<file path="src/design/sipd_pkg.sv">
// Shared types, register indexes, operation codes and shift helper for the
// shift-and-add IIR low-pass filter with peak detection. No dependencies.
`default_nettype none

package sipd_pkg;

  // Operation codes carried in the input beat.
  localparam logic [1:0] OP_FILTER_NARROW = 2'd0;
  localparam logic [1:0] OP_FILTER_WIDE   = 2'd1;
  localparam logic [1:0] OP_INIT          = 2'd2;

  // Configuration register indexes and widths.
  localparam int unsigned CFG_INDEX_W = 1;
  localparam int unsigned CFG_DATA_W  = 5;
  localparam logic [CFG_INDEX_W-1:0] REG_INPUT_SHIFT    = 1'b0;
  localparam logic [CFG_INDEX_W-1:0] REG_FEEDBACK_SHIFT = 1'b1;
  localparam logic [CFG_DATA_W-1:0]  INPUT_SHIFT_RESET    = 5'd4;
  localparam logic [CFG_DATA_W-1:0]  FEEDBACK_SHIFT_RESET = 5'd2;

  typedef struct packed {
    logic [1:0]         operation;
    logic signed [15:0] sample;
    logic signed [31:0] sample_wide;
  } in_item_t;

  typedef struct packed {
    logic signed [15:0] filtered;
    logic signed [31:0] filtered_wide;
    logic               pos_peak;
    logic               neg_peak;
    logic signed [15:0] peak_value;
  } out_item_t;

  // Input history x0..x2 and output history y0..y2, newest first.
  typedef struct packed {
    logic [31:0] x0;
    logic [31:0] x1;
    logic [31:0] x2;
    logic [31:0] y0;
    logic [31:0] y1;
    logic [31:0] y2;
  } hist_t;

  // Arithmetic right shift of a 32-bit word; a 5-bit amount never exceeds 31.
  function automatic logic [31:0] asr32(input logic [31:0] x, input logic [4:0] s);
    return 32'($signed(x) >>> s);
  endfunction

endpackage

`default_nettype wire

</file>
<file path="src/design/sipd_step.sv">
// One filter step: next history and the result beat for one input item.
// Pure combinational logic; depends on sipd_pkg.
`default_nettype none

module sipd_step #(
  parameter int FRAC_BITS = 16
) (
  input  wire sipd_pkg::in_item_t  item,
  input  wire sipd_pkg::hist_t     hist,
  input  wire logic [4:0]          input_shift,
  input  wire logic [4:0]          feedback_shift,
  output sipd_pkg::hist_t          hist_next,
  output sipd_pkg::out_item_t      result
);

  logic [31:0] narrow_ext;
  logic [31:0] narrow_widened;
  logic [31:0] x_new;
  logic [4:0]  shift_mid;
  logic [4:0]  shift_fb;
  logic [31:0] y_new;
  logic        pos;
  logic        neg;
  logic [31:0] filtered_shifted;
  logic [31:0] peak_shifted;

  assign narrow_ext     = {{16{item.sample[15]}}, item.sample};
  assign narrow_widened = narrow_ext << FRAC_BITS;

  assign x_new = (item.operation == sipd_pkg::OP_FILTER_WIDE) ? item.sample_wide
                                                               : narrow_widened;

  // The middle tap and the last feedback term use smaller shifts, floored at zero.
  assign shift_mid = (input_shift == 5'd0) ? 5'd0 : input_shift - 5'd1;
  assign shift_fb  = (input_shift < 5'd2)  ? 5'd0 : input_shift - 5'd2;

  // Here y1 is the old y0 and y2 the old y1; x1 and x2 likewise.
  assign y_new = (hist.y0 - hist.y1) + hist.y0
               - sipd_pkg::asr32(hist.y0, feedback_shift)
               + sipd_pkg::asr32(hist.y1, feedback_shift)
               + sipd_pkg::asr32(x_new, input_shift)
               + sipd_pkg::asr32(hist.x0, shift_mid)
               + sipd_pkg::asr32(hist.x1, input_shift)
               - sipd_pkg::asr32(hist.y1, shift_fb);

  always_comb begin
    case (item.operation)
      sipd_pkg::OP_FILTER_NARROW, sipd_pkg::OP_FILTER_WIDE: begin
        hist_next.x0 = x_new;
        hist_next.x1 = hist.x0;
        hist_next.x2 = hist.x1;
        hist_next.y0 = y_new;
        hist_next.y1 = hist.y0;
        hist_next.y2 = hist.y1;
      end
      sipd_pkg::OP_INIT: begin
        hist_next.x0 = narrow_widened;
        hist_next.x1 = narrow_widened;
        hist_next.x2 = narrow_widened;
        hist_next.y0 = narrow_widened;
        hist_next.y1 = narrow_widened;
        hist_next.y2 = narrow_widened;
      end
      default: begin
        hist_next = hist;
      end
    endcase
  end

  assign pos = ($signed(hist_next.y0) <  $signed(hist_next.y1)) &&
               ($signed(hist_next.y1) >= $signed(hist_next.y2));
  assign neg = ($signed(hist_next.y0) >  $signed(hist_next.y1)) &&
               ($signed(hist_next.y1) <= $signed(hist_next.y2));

  assign filtered_shifted = sipd_pkg::asr32(hist_next.y0, 5'(FRAC_BITS));
  assign peak_shifted     = sipd_pkg::asr32(hist_next.y1, 5'(FRAC_BITS));

  always_comb begin
    result.filtered      = filtered_shifted[15:0];
    result.filtered_wide = hist_next.y0;
    result.pos_peak      = pos;
    result.neg_peak      = neg;
    result.peak_value    = (pos || neg) ? peak_shifted[15:0] : 16'sd0;
  end

endmodule

`default_nettype wire

</file>
<file path="src/design/shift_iir_lowpass_peak_detect.sv">
// Top level of the shift-and-add second-order IIR low-pass filter with peak
// detection. Depends on sipd_pkg and sipd_step.
//
//   Channel | Direction | Handshake             | Payload
//   --------+-----------+-----------------------+----------------------------
//   in      | to block  | in_valid / in_ready   | in_data  (sipd_pkg::in_item_t)
//   out     | from block| out_valid / out_ready | out_data (sipd_pkg::out_item_t)
//   cfg     | to block  | cfg_we (no wait)      | cfg_index, cfg_data
//
// Every beat passes from acceptance through the input register and then through
// the filter step into the result register. A new beat can be accepted every
// cycle while the output is not stalled; the recursive history update is a
// single pass of shifts and one nine-term add, which sets the clock-to-clock path.
// A stall on the output holds the result register and the input register, and
// the input side keeps accepting as long as the input register can drain.
// Synchronous reset clears both histories to zero and loads the shift
// registers with their defaults (input shift 4, feedback shift 2).
`default_nettype none

module shift_iir_lowpass_peak_detect #(
  parameter int FRACTION_EXTRA_BITS = 16
) (
  input  wire                                        clk,
  input  wire                                        rst,
  input  wire                                        in_valid,
  output logic                                       in_ready,
  input  wire sipd_pkg::in_item_t                    in_data,
  output logic                                       out_valid,
  input  wire                                        out_ready,
  output sipd_pkg::out_item_t                        out_data,
  input  wire                                        cfg_we,
  input  wire logic [sipd_pkg::CFG_INDEX_W-1:0]      cfg_index,
  input  wire logic [sipd_pkg::CFG_DATA_W-1:0]       cfg_data
);

  // Configuration registers.
  logic [4:0] input_shift;
  logic [4:0] feedback_shift;

  // Input register stage.
  logic               s1_valid;
  sipd_pkg::in_item_t s1_item;

  // Filter state and step results.
  sipd_pkg::hist_t     hist;
  sipd_pkg::hist_t     hist_next;
  sipd_pkg::out_item_t result;

  // The beat in the input register moves on when the result register is empty
  // or its current beat is being taken this cycle.
  logic advance;

  assign advance  = s1_valid && (!out_valid || out_ready);
  assign in_ready = !s1_valid || advance;

  // Configuration writes must arrive only while the block is idle; the block does not enforce this.
  always_ff @(posedge clk) begin
    if (rst) begin
      input_shift    <= sipd_pkg::INPUT_SHIFT_RESET;
      feedback_shift <= sipd_pkg::FEEDBACK_SHIFT_RESET;
    end else if (cfg_we) begin
      unique case (cfg_index)
        sipd_pkg::REG_INPUT_SHIFT:    input_shift    <= cfg_data;
        sipd_pkg::REG_FEEDBACK_SHIFT: feedback_shift <= cfg_data;
        default: ;
      endcase
    end
  end

  // Input register: loads on every accepted beat.
  always_ff @(posedge clk) begin
    if (rst) begin
      s1_valid <= 1'b0;
    end else if (in_valid && in_ready) begin
      s1_valid <= 1'b1;
    end else if (advance) begin
      s1_valid <= 1'b0;
    end
  end

  always_ff @(posedge clk) begin
    if (in_valid && in_ready) begin
      s1_item <= in_data;
    end
  end

  sipd_step #(
    .FRAC_BITS(FRACTION_EXTRA_BITS)
  ) u_step (
    .item          (s1_item),
    .hist          (hist),
    .input_shift   (input_shift),
    .feedback_shift(feedback_shift),
    .hist_next     (hist_next),
    .result        (result)
  );

  // The history commits at the same edge that the result is registered, so the
  // next beat in the input register always sees the updated state.
  always_ff @(posedge clk) begin
    if (rst) begin
      hist <= '0;
    end else if (advance) begin
      hist <= hist_next;
    end
  end

  always_ff @(posedge clk) begin
    if (rst) begin
      out_valid <= 1'b0;
    end else if (advance) begin
      out_valid <= 1'b1;
    end else if (out_ready) begin
      out_valid <= 1'b0;
    end
  end

  always_ff @(posedge clk) begin
    if (advance) begin
      out_data <= result;
    end
  end

  // The filter state changes only when a beat completes its step.
  a_hist_hold: assert property (@(posedge clk) disable iff (rst)
    !advance |=> $stable(hist))
    else $error("history changed without a completed step");

  // A beat that cannot move on stays in the input register unchanged.
  a_s1_hold: assert property (@(posedge clk) disable iff (rst)
    (s1_valid && !advance) |=> (s1_valid && $stable(s1_item)))
    else $error("input register lost or altered a waiting beat");

  // A completed step always presents a result in the next cycle.
  a_result_follows: assert property (@(posedge clk) disable iff (rst)
    advance |=> out_valid)
    else $error("completed step produced no result");

  // A point cannot be both a positive and a negative peak, and the peak value
  // reads zero when neither flag is set.
  a_peak_flags: assert property (@(posedge clk) disable iff (rst)
    out_valid |-> (!(out_data.pos_peak && out_data.neg_peak) &&
                   ((out_data.pos_peak || out_data.neg_peak) ||
                    (out_data.peak_value == 16'sd0))))
    else $error("inconsistent peak flags or peak value");

endmodule

`default_nettype wire
</file>
<file path="config.mk">
export PLATFORM = sky130hd
export DESIGN_NAME = shift_iir_lowpass_peak_detect
export DESIGN_NICKNAME = d
export VERILOG_FILES = /design/src/design/sipd_pkg.sv /design/src/design/sipd_step.sv /design/src/design/shift_iir_lowpass_peak_detect.sv
export SDC_FILE = /design/constraint.sdc
export NUM_CORES = 2
export LEC_CHECK = 0
export BUFFER_PORTS_ARGS = -buffer_cell sky130_fd_sc_hd__buf_2
export CORE_MARGIN = 2
export CORE_UTILIZATION = 50
export DETAILED_ROUTE_END_ITERATION = 7
export PLACE_DENSITY_LB_ADDON = 0.05
export SYNTH_ARGS = -nofsm -noshare
export SYNTH_HDL_FRONTEND = slang
export SYNTH_HIERARCHICAL = 1
export SYNTH_SLANG_ARGS = --single-unit
export TNS_END_PERCENT = 10
</file>
<file path="constraint.sdc">
create_clock -name clk -period 27.3 [get_ports clk]
set_input_delay 8.19 -clock clk [delete_from_list [all_inputs] [get_ports clk]]
set_output_delay 8.19 -clock clk [all_outputs]
set_load 0.01 [all_outputs]
</file>
==> out/summary.txt <==
Top fanout value on the critical path -> 4
Full die area -> 65600 um2
Clk slew on worst S/H paths -> 50 ps
Source of the worst register-to-register timing path -> input_shift[2]
Clock latency of the later-clocked register in the worst-skew pair -> 570 ps
Postcts setup bufs -> 0
Number of input and output port buffers inserted -> 128
Pin count of the biggest net entering global routing -> 128
Total clock sinks -> 288
Area growth from synthesis to layout -> 4.80%
Buffer type at the clock tree root -> sky130_fd_sc_hd__clkbuf_16
Psw -> 2.39 mW
Gp weighted congestion -> 1.01
Status -> complete, no violations
Synth Instances -> 3658
Crit. Startpoint -> out_ready
Total iterations of the first detailed-routing run -> 6
Remaining Overflow, GRT -> 0
Number of buffers added by the clock tree synthesis step -> 36
Worst Clk Skew -> 25.7 ps
Share of the core filled with cells in the final layout -> 52.9%
Final Max Slew Viols -> 0
Maximum operating frequency -> 59.1 MHz
CTS tree -> done
Initial antenna violation count -> 1
Arrival time of the worst setup path -> 8740 ps
Max_slew headroom -> 24.8%
Kind of critical path -> input port to output port
Req. time, crit path -> 19110 ps
Vias in the first global route -> 25622
Number of warnings issued by yosys -> 6
PostCTS Resize Cnt -> 0
Cells on worst reg2reg path -> 42
Syn Std Cell Area -> 31800 um2
Commonest non-fill, non-tap cells in the layout -> sky130_fd_sc_hd__mux2i_1 (478), sky130_fd_sc_hd__nand2b_1 (326), sky130_fd_sc_hd__inv_1 (314), sky130_fd_sc_hd__nand2_1 (313), sky130_fd_sc_hd__a21oi_1 (287)
Switching Fraction -> 51.6%
Detailed Route WL -> 112000 um
Clock network power share -> 9.8%
Post-detailed-placement half-perimeter wirelength -> 87500 um
Die Y -> 256 um
Starting density of the core -> 50.5%
Max-cap violation count -> 0
Post-layout net count -> 3898
Overall routing resource usage -> 33.5%
Slew at the pin with the worst max-slew slack -> 1130 ps
Nets in the synthesized netlist -> 4002
Standard cell core area -> 63000 um2
Critical hold path startpoint -> hist[9]
Avg Vias per Cell -> 6.03
Count of filler cells inserted in the layout -> 5969
Initial DRC count -> 2864
Critical path startpoint category -> input port
IO Count -> 129
Final TNS setup -> 0 ps
Number of endpoints failing setup at the final stage -> 0
Final Cycle Share -> 62.0%
Time the worst path needs with I/O delays and setup -> 16930 ps
Number of hold violations in the final report -> 0
Power density cells -> 139 nW/um2
Sort of element at the end of the critical path -> output port
Path class of the lowest-slack min-delay path -> flop to flop
Wire length of the first global-routing pass -> 165000 um
Number of remaining DRC errors -> 0
Remaining number of nets flagged by the antenna check after routing -> 0
VDD IR max -> 0.144 mV
Final routed wire length divided by cell count -> 25.3 um
Max H-tree Level -> 2
Synthesized area per cell -> 8.69 um2
Proportion of power drawn by flip-flops and latches -> 14.8%
Unrepaired setup endpoints after global routing -> false
Total number of placement rows -> 92
Fraction of final layout cells sized beyond drive strength 1 -> 11.5%
Internal power consumption -> 2.24 mW
CTS Buffer Depth -> 3
Via count of the routed design -> 26683
Hold buffer count at cts -> 0
Most common cell after layout, fill and taps aside -> sky130_fd_sc_hd__mux2i_1
Cell depth of the worst min-delay path -> 2
Die extent in x -> 256 um
Leak -> 14.4 nW
Gate power share -> 75.4%
Antenna Diode Count -> 0
Worst hold slack across all endpoints -> 476 ps
==> layout make-up <==
cell class	instances	area [um2]	share of cell area (%)
timing repair buffer	183	1060	3.18
clock inverter	18	101	0.304
tap	846	1060	3.18
sequential	288	6940	20.8
multi-input combinational	2721	22000	65.9
clock buffer	48	987	2.96
inverter	324	1220	3.65
==> stage by stage <==
stage | instance area, um2 | std cells | worst slack [ps] | power, mW
2_1_floorplan | 31800 | 3658 | 10690 | 3.36
4_1_cts | 33300 | 4428 | 10360 | 4.59
3_3_place_gp | 32200 | 4362 | 10360 | 4.02
6_report | 33300 | 4428 | 10370 | 4.63
3_5_place_dp | 32200 | 4362 | 10360 | 4.11
5_1_grt | 33300 | 4428 | 10310 | 4.98
==> power by group through the flow <==
| stage | logic, mW | registers, mW | clock network [mW] |
|---|---|---|---|
| floorplan | 2.67 | 0.693 | 0 |
| global placement | 3.33 | 0.693 | 0 |
| detailed placement | 3.42 | 0.695 | 0 |
| CTS | 3.44 | 0.686 | 0.463 |
| global route | 3.81 | 0.693 | 0.478 |
| finish | 3.49 | 0.686 | 0.452 |
==> final timing paths <==
check	slack (ps)	endpoint
setup reg to reg	15170	out_data[2]
setup / recovery	10370	in_ready
hold reg to reg	480	hist[9]
hold / removal	480	hist[9]
==> state kept, by name, summed over array words and instances, names as in the netlist <==
| name | flops |
|---|---|
| feedback_shift | 5 |
| out_valid | 1 |
| s1_item | 50 |
| input_shift | 5 |
| s1_valid | 1 |
| hist | 160 |
| out_data | 66 |
==> layer usage <==
metal / vias up / GRT usage, % / part of all wire [%]
met5: - / 0 / 0
met4: 0 / 13.1 / 4.5
met3: 195 / 5.36 / 7.3
met2: 1015 / 53.9 / 46
met1: 13144 / 45.2 / 42
li1: 12329 / - / -
==> critical path, cell delays in order <==
cell	delay, ps
sky130_fd_sc_hd__buf_2	120
sky130_fd_sc_hd__nor2b_4	190
sky130_fd_sc_hd__nand2_1	90
sky130_fd_sc_hd__buf_2	150
No activity file was read; power rests on OpenSTA's default activity.
